--- src/hw/rtl/skc_pkg.sv ---
// shared types and constants for the subtractive keystream xor cipher
// no dependencies; imported by the stream interface users and all rtl modules

package skc_pkg;

  localparam int unsigned WORD_W          = 32;
  localparam int unsigned ADDR_W          = 6;
  localparam int unsigned POS_W           = 6;
  localparam int unsigned TABLE_LEN       = 55;
  localparam int unsigned POS_EMPTY       = 56;
  localparam int unsigned FILL_STEP       = 'h15;
  localparam int unsigned FILL_END        = 'h46E;
  localparam int unsigned FILL_STEPS      = FILL_END / FILL_STEP;
  localparam int unsigned MIX_LOW_COUNT   = 'h18;
  localparam int unsigned MIX_LOW_OFFSET  = 'h1F;
  localparam int unsigned MIX_HIGH_OFFSET = 'h18;
  localparam int unsigned MIX_PASSES      = 4;

  localparam logic MODE_REKEY = 1'b0;
  localparam logic MODE_CRYPT = 1'b1;

  typedef enum logic {
    ALU_SUB,
    ALU_XOR
  } alu_op_t;

  typedef struct packed {
    logic              mode;
    logic [WORD_W-1:0] seed;
    logic [WORD_W-1:0] word;
    logic              last_word;
  } cmd_item_t;

  typedef struct packed {
    logic [WORD_W-1:0] out_word;
    logic              out_last;
  } rsp_item_t;

  typedef struct packed {
    logic              rd_en;
    logic [ADDR_W-1:0] rd_addr_a;
    logic [ADDR_W-1:0] rd_addr_b;
    logic              wr_en;
    logic [ADDR_W-1:0] wr_addr;
    logic [WORD_W-1:0] wr_data;
  } tab_req_t;

endpackage

--- src/hw/rtl/skc_stream_if.sv ---
// valid/ready stream channel carrying one payload word per handshake
// payload type is set per instance, normally from skc_pkg

interface skc_stream_if #(
  parameter type payload_t = logic
) ();

  logic     valid;
  logic     ready;
  payload_t data;

  modport source (output valid, output data, input ready);
  modport sink   (input valid, input data, output ready);

endinterface

--- src/hw/rtl/skc_table.sv ---
// 55 x 32 key table: one write port, two read ports with registered read data
// depends on skc_pkg

module skc_table (
  input  logic                         clk,
  input  skc_pkg::tab_req_t            req,
  output logic [skc_pkg::WORD_W-1:0]   rd_a,
  output logic [skc_pkg::WORD_W-1:0]   rd_b
);
  import skc_pkg::*;

  logic [WORD_W-1:0] mem [0:TABLE_LEN-1];

  always_ff @(posedge clk) begin
    if (req.wr_en) begin
      mem[req.wr_addr] <= req.wr_data;
    end
  end

  always_ff @(posedge clk) begin
    if (req.rd_en) begin
      rd_a <= mem[req.rd_addr_a];
      rd_b <= mem[req.rd_addr_b];
    end
  end

endmodule

--- src/hw/rtl/skc_alu.sv ---
// shared arithmetic unit: modulo 2^32 subtract for fill and mixing, xor for crypt
// depends on skc_pkg

module skc_alu (
  input  skc_pkg::alu_op_t             op,
  input  logic [skc_pkg::WORD_W-1:0]   a,
  input  logic [skc_pkg::WORD_W-1:0]   b,
  output logic [skc_pkg::WORD_W-1:0]   y
);
  import skc_pkg::*;

  always_comb begin
    unique case (op)
      ALU_SUB: y = a - b;
      ALU_XOR: y = a ^ b;
    endcase
  end

endmodule

--- src/hw/rtl/subtractive_keystream_xor_cipher_unit.sv ---
// subtractive keystream xor cipher, top level: sequencer, key table, shared alu
// crypt word: a read state, then a write state that xors and registers the result; the write
// state waits while an earlier result is still held, and a word that finds the table used up
// first runs one mixing pass of 55 read/write steps; rekey word: 55 fill writes, then 4 mixing
// passes of 55 read/write steps; the table port and single alu are shared, one word at a time
// sync reset: read position 56, sequencer idle, no result held; table undefined

module subtractive_keystream_xor_cipher_unit (
  input logic        clk,
  input logic        rst,
  skc_stream_if.sink   cmd,
  skc_stream_if.source rsp
);
  import skc_pkg::*;

  localparam logic [2:0] ST_IDLE     = 3'd0;
  localparam logic [2:0] ST_FILL     = 3'd1;
  localparam logic [2:0] ST_MIX_RD   = 3'd2;
  localparam logic [2:0] ST_MIX_WR   = 3'd3;
  localparam logic [2:0] ST_CRYPT_RD = 3'd4;
  localparam logic [2:0] ST_CRYPT_WR = 3'd5;

  logic [2:0]        state;
  logic [POS_W-1:0]  pos;
  logic [ADDR_W-1:0] step;
  logic [ADDR_W-1:0] slot;
  logic [ADDR_W-1:0] fill_cnt;
  logic [1:0]        pass;
  logic              rekey;
  logic [WORD_W-1:0] prev;
  logic [WORD_W-1:0] cur;
  logic [WORD_W-1:0] word_reg;
  logic              last_reg;
  logic              rsp_valid;
  rsp_item_t         rsp_data;

  tab_req_t          tab_req;
  logic [WORD_W-1:0] rd_a;
  logic [WORD_W-1:0] rd_b;
  alu_op_t           alu_op;
  logic [WORD_W-1:0] alu_a;
  logic [WORD_W-1:0] alu_b;
  logic [WORD_W-1:0] alu_y;
  logic [ADDR_W:0]   slot_sum;
  logic [ADDR_W-1:0] slot_next;
  logic              pos_spent;

  skc_table u_table (
    .clk  (clk),
    .req  (tab_req),
    .rd_a (rd_a),
    .rd_b (rd_b)
  );

  skc_alu u_alu (
    .op (alu_op),
    .a  (alu_a),
    .b  (alu_b),
    .y  (alu_y)
  );

  assign cmd.ready = (state == ST_IDLE);
  assign rsp.valid = rsp_valid;
  assign rsp.data  = rsp_data;

  assign slot_sum  = {1'b0, slot} + (ADDR_W+1)'(FILL_STEP);
  assign slot_next = (slot_sum >= (ADDR_W+1)'(TABLE_LEN)) ?
                     ADDR_W'(slot_sum - (ADDR_W+1)'(TABLE_LEN)) : slot_sum[ADDR_W-1:0];
  assign pos_spent = (pos == '0) || (pos >= POS_W'(POS_EMPTY));

  // table port and alu operand selection
  always_comb begin
    tab_req = '0;
    alu_op  = ALU_SUB;
    alu_a   = rd_a;
    alu_b   = rd_b;
    unique case (state)
      ST_FILL: begin
        alu_a           = prev;
        alu_b           = cur;
        tab_req.wr_en   = 1'b1;
        if (fill_cnt == '0) begin
          tab_req.wr_addr = ADDR_W'(TABLE_LEN - 1);
          tab_req.wr_data = prev;
        end else begin
          tab_req.wr_addr = slot - ADDR_W'(1);
          tab_req.wr_data = cur;
        end
      end
      ST_MIX_RD: begin
        tab_req.rd_en     = 1'b1;
        tab_req.rd_addr_a = step - ADDR_W'(1);
        if (step <= ADDR_W'(MIX_LOW_COUNT)) begin
          tab_req.rd_addr_b = step + ADDR_W'(MIX_LOW_OFFSET - 1);
        end else begin
          tab_req.rd_addr_b = step - ADDR_W'(MIX_HIGH_OFFSET + 1);
        end
      end
      ST_MIX_WR: begin
        tab_req.wr_en   = 1'b1;
        tab_req.wr_addr = step - ADDR_W'(1);
        tab_req.wr_data = alu_y;
      end
      ST_CRYPT_RD: begin
        tab_req.rd_en     = 1'b1;
        tab_req.rd_addr_a = ADDR_W'(pos - POS_W'(1));
        tab_req.rd_addr_b = ADDR_W'(pos - POS_W'(1));
      end
      ST_CRYPT_WR: begin
        alu_op = ALU_XOR;
        alu_a  = word_reg;
        alu_b  = rd_a;
      end
      default: begin
        tab_req = '0;
      end
    endcase
  end

  // sequencer
  always_ff @(posedge clk) begin
    if (rst) begin
      state     <= ST_IDLE;
      pos       <= POS_W'(POS_EMPTY);
      rsp_valid <= 1'b0;
    end else begin
      if (rsp_valid && rsp.ready && (state != ST_CRYPT_WR)) begin
        rsp_valid <= 1'b0;
      end
      unique case (state)
        ST_IDLE: begin
          if (cmd.valid) begin
            word_reg <= cmd.data.word;
            last_reg <= cmd.data.last_word;
            if (cmd.data.mode == MODE_REKEY) begin
              prev     <= cmd.data.seed;
              cur      <= WORD_W'(1);
              slot     <= ADDR_W'(FILL_STEP);
              fill_cnt <= '0;
              rekey    <= 1'b1;
              state    <= ST_FILL;
            end else if (pos_spent) begin
              step  <= ADDR_W'(1);
              rekey <= 1'b0;
              state <= ST_MIX_RD;
            end else begin
              state <= ST_CRYPT_RD;
            end
          end
        end
        ST_FILL: begin
          if (fill_cnt != '0) begin
            prev <= cur;
            cur  <= alu_y;
            slot <= slot_next;
          end
          fill_cnt <= fill_cnt + ADDR_W'(1);
          if (fill_cnt == ADDR_W'(FILL_STEPS)) begin
            step  <= ADDR_W'(1);
            pass  <= '0;
            state <= ST_MIX_RD;
          end
        end
        ST_MIX_RD: begin
          state <= ST_MIX_WR;
        end
        ST_MIX_WR: begin
          if (step == ADDR_W'(TABLE_LEN)) begin
            if (!rekey) begin
              pos   <= POS_W'(1);
              state <= ST_CRYPT_RD;
            end else if (pass == 2'(MIX_PASSES - 1)) begin
              pos   <= POS_W'(POS_EMPTY);
              state <= ST_IDLE;
            end else begin
              pass  <= pass + 2'd1;
              step  <= ADDR_W'(1);
              state <= ST_MIX_RD;
            end
          end else begin
            step  <= step + ADDR_W'(1);
            state <= ST_MIX_RD;
          end
        end
        ST_CRYPT_RD: begin
          state <= ST_CRYPT_WR;
        end
        ST_CRYPT_WR: begin
          if (!rsp_valid || rsp.ready) begin
            rsp_valid         <= 1'b1;
            rsp_data.out_word <= alu_y;
            rsp_data.out_last <= last_reg;
            pos               <= pos + POS_W'(1);
            state             <= ST_IDLE;
          end
        end
        default: begin
          state <= ST_IDLE;
        end
      endcase
    end
  end

  // checks
  assert property (@(posedge clk) disable iff (rst)
    $rose(rsp_valid) |-> $past(state) == ST_CRYPT_WR)
    else $error("result raised outside the crypt write step");

  assert property (@(posedge clk) disable iff (rst)
    state == ST_CRYPT_RD |-> pos >= POS_W'(1) && pos <= POS_W'(TABLE_LEN))
    else $error("crypt read position outside the table");

  assert property (@(posedge clk) disable iff (rst)
    state == ST_FILL && fill_cnt != '0 |->
      slot != '0 && slot < ADDR_W'(TABLE_LEN))
    else $error("fill slot outside 1 to 54");

  assert property (@(posedge clk) disable iff (rst)
    state == ST_MIX_WR |-> $past(state) == ST_MIX_RD && $stable(step))
    else $error("mixing write without its read step");

endmodule

--- src/flat_wrapper.sv ---
// flat-port wrapper written by rule: the top's interface ports become plain ports
module subtractive_keystream_xor_cipher_unit_flat import skc_pkg::*;
  (clk, rst, cmd_valid, cmd_data, cmd_ready, rsp_valid, rsp_data, rsp_ready);
  skc_stream_if #(.payload_t(cmd_item_t)) cmd_i ();
  skc_stream_if #(.payload_t(rsp_item_t)) rsp_i ();
  input logic clk;
  input logic rst;
  input wire logic [$bits(cmd_i.valid)-1:0] cmd_valid;
  input wire logic [$bits(cmd_i.data)-1:0] cmd_data;
  output wire logic [$bits(cmd_i.ready)-1:0] cmd_ready;
  output wire logic [$bits(rsp_i.valid)-1:0] rsp_valid;
  output wire logic [$bits(rsp_i.data)-1:0] rsp_data;
  input wire logic [$bits(rsp_i.ready)-1:0] rsp_ready;
  assign cmd_i.valid = cmd_valid;
  assign cmd_i.data = cmd_data;
  assign cmd_ready = cmd_i.ready;
  assign rsp_valid = rsp_i.valid;
  assign rsp_data = rsp_i.data;
  assign rsp_i.ready = rsp_ready;
  subtractive_keystream_xor_cipher_unit u_core (.clk(clk), .rst(rst), .cmd(cmd_i), .rsp(rsp_i));
endmodule
--- config.mk ---
export PLATFORM = sky130hd
export DESIGN_NAME = subtractive_keystream_xor_cipher_unit_flat
export DESIGN_NICKNAME = d
export VERILOG_FILES = /design/src/hw/rtl/skc_pkg.sv /design/src/hw/rtl/skc_stream_if.sv /design/src/hw/rtl/skc_table.sv /design/src/hw/rtl/skc_alu.sv /design/src/hw/rtl/subtractive_keystream_xor_cipher_unit.sv /design/src/flat_wrapper.sv
export SDC_FILE = /design/constraint.sdc
export NUM_CORES = 2
export LEC_CHECK = 0
export BUFFER_PORTS_ARGS = -buffer_cell sky130_fd_sc_hd__buf_2
export CAP_MARGIN = 20
export CORE_MARGIN = 2
export CORE_UTILIZATION = 45
export CTS_CLUSTER_SIZE = 20
export DETAILED_ROUTE_END_ITERATION = 16
export PLACE_DENSITY = 0.6
export SYNTH_ARGS = -nofsm -noshare
export SYNTH_HDL_FRONTEND = slang
export SYNTH_SLANG_ARGS = --single-unit
--- constraint.sdc ---
create_clock -name clk -period 9.8 [get_ports clk]
set_input_delay 0.49 -clock clk [delete_from_list [all_inputs] [get_ports clk]]
set_output_delay 0.49 -clock clk [all_outputs]
set_load 0.005 [all_outputs]
Yosys cells after proc, flatten, opt, wreduce, memory -nomap -nowiden:

Memory sizes are Yosys's and may differ from the RTL's. A register that Yosys moved wholly into a read port is not among the register bits.
Index checks and enable logic that the tools add are counted.

* register bits after elaboration: 161
* memory bits (writable): 1760
* bits of input ports: 70
* output and inout port bits: 35
* memories kept: 1

* add/sub/neg operators: 12
* magnitude comparators: 3
* equality and inequality tests: 23
* muxes and demuxes: 57
* bitwise logic cells: 3
* reductions and logical operators: 22

Memory list
* u_core.u_table.mem: words 55, width 32, rd ports 2, clocked after memory_dff 2, wr ports 1, RTL line skc_table.sv:12 `logic [WORD_W-1:0] mem [0:TABLE_LEN-1];`

Operator list (number)
* one-hot mux 32 bit (2 select lines): 5
* 2-to-1 mux 32 bit: 6
* 2-to-1 mux 6 bit: 18
* one-hot mux 39 bit (2 select lines): 1
* 2-to-1 mux 38 bit: 1
* one-hot mux 6 bit (2 select lines): 3
* subtractor 32 bit: 1
* XOR 32 bit: 1
* one-hot mux 13 bit (2 select lines): 1
* 2-to-1 mux 3 bit: 7
* adder 6 x 1 -> 6 bit, second input constant: 3
* one-hot mux 3 bit (6 select lines): 1
* one-hot mux 6 bit (3 select lines): 1
* subtractor 6 x 1 -> 6 bit, second input constant: 3
* inequality test 2 x 1 -> 1 bit, second input constant: 7
* equality test 6 bit, second input constant: 2
* logical NOT 6 bit: 2
* AND reduction 4 bit: 3
* 2-to-1 mux 2 bit: 5
* inequality test 3 bit, second input constant: 3
* AND reduction 3 bit: 3
* inequality test 2 bit, second input constant: 4
* AND reduction 8 bit: 1
* adder 6 x 5 -> 7 bit, second input constant: 1
* 24 further kinds: 37

Logic depth before layout (Yosys ltp):

* word-level depth: 7
* gate-level depth with buffers: 18
* depth with buffers taken out: 15

Modules after synthesis:

Synthesis repeated with hierarchy kept, for this count alone.

* cells, all modules: 5306
* area, all modules: 94858.5 µm²

By module, submodules not included
* skc_table: times used 1, cells an instance 4070, area each 83596.4 µm², sequential area each 54772.5 µm²
* subtractive_keystream_xor_cipher_unit: times used 1, cells an instance 929, area each 9187.6 µm², sequential area each 4734.5 µm²
* skc_alu: times used 1, cells an instance 307, area each 2074.5 µm², sequential area each 0.0 µm²

Worst setup path after synthesis:

No wires, ideal clock.

* path type: register to register
* from: register u_core.state[1]
* to: register u_core.cur[0], enable pin
* data arrival time: 6.458 ns
* path slack: 2.738 ns
* stages on the path, launching flop included: 7
* buffers on the path: 3
* cell sequence: dfxtp_1 > buf_4 > clkbuf_1 > inv_1 > clkbuf_1 > and3_1 > a21boi_0

* cells in the longest elaborated chain, start to end: 3

Ends and longest elaborated chain
* from (decl): RTL line subtractive_keystream_xor_cipher_unit.sv:23 `logic [2:0] state;`
* from (signal assigned): RTL line subtractive_keystream_xor_cipher_unit.sv:123 `state <= ST_IDLE;`
* from (signal assigned): RTL line subtractive_keystream_xor_cipher_unit.sv:141 `state <= ST_FILL;`
* from (signal assigned): RTL line subtractive_keystream_xor_cipher_unit.sv:145 `state <= ST_MIX_RD;`
* equality test 3 x 1 -> 1 bit / logical NOT 3 bit (equally long branches): RTL line subtractive_keystream_xor_cipher_unit.sv:130 `unique case (state)`
* inequality test 2 x 1 -> 1 bit (no source line) (tied with other cells)
* AND reduction 5 bit (no source line) (*)
* to (signal assigned): RTL line subtractive_keystream_xor_cipher_unit.sv:154 `cur <= alu_y;`
* to (decl): RTL line subtractive_keystream_xor_cipher_unit.sv:31 `logic [WORD_W-1:0] cur;`

Every way passes the cells marked *; elsewhere a longest branch is shown, timed or not.
A chain may end at the register's enable or synchronous reset.

==> summary.md <==
| Metric | Value |
|---|---|
| Worst Setup SP | u_core.state[0] |
| Max-cap violation count | 0 |
| Filler instances | 17100 |
| Syn Nets | 6551 |
| Setup violators final | 0 |
| IO Port Bufs | 104 |
| Total area of sequential cells | 59500 um2 |
| P&R area growth vs syn | 12.6% |
| Clk buf depth | 3 |
| Number of synthesized flops with an enable pin | 1975 |
| VDD IR-drop max | 0.000215 V |
| Ys async rst share | 0% |
| Clock latency on the worst-skew pair | 0.90 ns |
| CP max FO | 118 |
| Register-to-Register Path Depth | 13 |
| Final period util | 68.5% |
| Crit Reg-Reg Endpoint | u_core.u_table.mem[38][31] |
| Logic pwr share | 17.2% |
| Max reg flops | 1760 |
| Seq pwr share | 46.2% |
| Synthesized area | 95300 um2 |
| Die ar. | 216000 um2 |
| Area occupied by multi-input gates | 34400 um2 |
| Die X | 464 um |
| Total clock sinks | 1985 |
| Nets@finish | 6620 |
| Fin. max-slew vios | 0 |
| Largest net degree at the start of global routing | 140 |
| Pint | 15.4 mW |
| First-pass GRT wire length | 456000 um |
| Worst-path clk slew | 0.06 ns |
| Outcome | completed |
| Setup tns final | 0 ns |
| Root Driver | clkbuf_16 |
| Warnings, synthesis | 0 |
| Most common cell in the synthesized netlist | edfxtp_1 |
| Antenna violations before repair | 24 |
| Cell area after layout | 107000 um2 |
| Worst EP required | 10.32 ns |
| Minimum clock period | 6.71 ns |
| Post-DP HPWL | 179000 um |
| Hold path depth | 2 |
| Hold Vio Cnt, Final | 0 |
| Routability cong. | 0.888 |
| Synth area leaders | edfxtp_1, mux4_2, nand2_1, mux2i_1, a211oi_1 |
| Hold Startpoint | cmd_data[19] |
| Die height | 464 um |
| Yosys reg bits | 1985 |
| Fin Clk Skew | 0.0648 ns |
| Top cell type's share of synthesized area | 62.2% |
| Worst reg2reg startpoint | u_core.state[0] |
| Main synth FF type | edfxtp_1 |
| Crit path arrival time | 7.23 ns |
| Num CTS Buffers | 205 |
| Clk pwr share | 36.5% |
| Hold crit path type | in2reg |
| Hold Path End | u_core.word_reg[18] |
| DRC viols | 0 |
| RSZ-0062 raised after global routing | false |
| Core ar. | 210000 um2 |
| Mapped Cells | 6434 |
| Global Route Usage Sum | 29.7% |
| Via Count | 63600 |
| Mean Syn Cell Area | 14.8 um2 |
| Startpoint types | flip-flop |
| TritonCTS clock tree | built |
| Slew @ Worst Pin | 1.25 ns |
| Post-CTS Resized | 0 |
| Slew headroom | 16.9% |
| Register with the most flip-flops | u_core.u_table.mem |
| Vias in the first global route | 61200 |
| Worst Path Class, Setup | reg2reg |
| Routed vias/inst | 6.68 |
| Drt pass-1 iters | 8 |
| Io pins | 105 |
| Layout cells sized above 1 | 21.1% |
| Critical Path End Type | flip-flop |
| Distinct cells, synth | 84 |
| Final WL | 325000 um |
| Max frequency | 149 MHz |
| DP Area | 99800 um2 |
| H-Tree Depth | 4 |
| Congestion Overflow GR | 0 |
| Sw power | 6.13 mW |
| WL per Instance | 34.1 um |
| Post-synth top cells | edfxtp_1, nand2_1, mux4_2, nor2_1, clkbuf_1 |
| Drt first-iter violations | 9093 |
| Initial core utilization | 45.4% |
| R2R setup slack | 3.09 ns |
| Power per cell area | 201 nW/um2 |
| Register area share after synthesis | 62.4% |
| LEAKAGE | 35.8 nW |
| Switching Share | 28.4% |
| Final ANT Viol Nets | 0 |
| Synth area leader | edfxtp_1 |
| Row Count | 168 |
-- logic make-up after synthesis --
logic type	after synthesis	synth area share [%]
compound gates	1129	8.00
fa+ha+maj	47	0.625
buf+inv	554	2.52
flops	1985	62.4
simple gates	1741	7.90
mux	914	17.9
xor+xnor	64	0.588
-- per-stage QoR --
step           power, mW  hold slack, ns  cells  setup WS [ns]  utilization (%)
6_report            21.6           0.308   9532           3.09             51.1
5_1_grt             22.2           0.293   9530           2.67             51.1
3_3_place_gp        13.7           0.421   9027           3.35             47.5
4_1_cts             21.6           0.251   9474           3.20             51.0
3_5_place_dp        13.8           0.420   9029           3.24             47.5
2_1_floorplan       12.3           0.400   6434           2.74                -
-- worst max-delay path by stage --
stage	endpoint	slack, ns	depth (start not counted)
floorplan	u_core.cur[0]	2.74	6
global placement	u_core.u_table.mem[38][31]	3.35	13
detailed placement	u_core.u_table.mem[38][31]	3.24	13
CTS	u_core.u_table.mem[34][31]	3.20	13
global route	u_core.u_table.mem[48][31]	2.67	13
finish	u_core.u_table.mem[38][31]	3.09	13
-- critical path, cell delays in order (launching register included) --
cell and delay, ns:
dfxtp_1 0.75, nor2b_4 0.40, buf_4 0.80, o21ai_0 0.19, ha_1 0.40, nand2_1 0.06, o21a_1 0.18, o21ai_0 0.48
a21oi_2 0.22, o31ai_2 0.43, a31oi_1 0.21, o311ai_1 0.68, mux2i_1 0.63, or2_2 0.89
-- cell type report --
| cell class | count | area share (%) |
|---|---|---|
| Sequential cell | 1985 | 55.4 |
| Multi-Input combinational cell | 3895 | 32.1 |
| Clock buffer | 243 | 4.93 |
| Tap cell | 2805 | 3.27 |
| Timing Repair Buffer | 366 | 2.65 |
| Clock inverter | 132 | 1.31 |
| Inverter | 50 | 0.175 |
| Antenna cell | 56 | 0.131 |
-- placed cells by master, fill, tap and decap left out, types with 37 or more instances in the layout --
cell	instances
edfxtp_1	1975
nand2_1	921
mux4_2	633
mux2i_1	270
nor2_1	260
a21oi_1	243
a211oi_1	213
clkbuf_16	206
nand3_1	189
buf_4	176
o21ai_0	163
and2_1	126
a31oi_1	111
buf_2	104
a22oi_1	91
nor2_4	72
dlygate4sd3_1	70
a32oi_1	61
diode_2	56
inv_1	49
ha_1	46
and3_1	43
clkinv_1	43
clkinv_2	41
nand4_1	40
xnor2_1	38
o22ai_1	37
clkbuf_1	37
-- timing repair --
| item | CTS | global route |
|---|---|---|
| endpoints found under the setup margin | 0 | 0 |
| endpoints found under the hold margin | 73 | 0 |
| buffers inserted | 0 | 0 |
| hold buffers | 70 | 0 |
-- metal layers --
| metal | vias to the layer above | GRT usage [%] | part of all wire, % |
|---|---|---|---|
| met5 | - | 0 | 0 |
| met4 | 0 | 15.2 | 5.7 |
| met3 | 658 | 7.47 | 12 |
| met2 | 4198 | 44.6 | 45 |
| met1 | 33000 | 40.1 | 38 |
| li1 | 25800 | - | - |
-- power groups by stage --
stage / registers [mW] / clock network, mW / logic (mW)
floorplan: 10.1 / 0 / 2.22
global placement: 10.1 / 0 / 3.58
detailed placement: 10.1 / 0 / 3.61
CTS: 9.97 / 7.96 / 3.64
global route: 9.98 / 8.27 / 3.92
finish: 9.98 / 7.88 / 3.72
(Power assumes the default switching activity.)
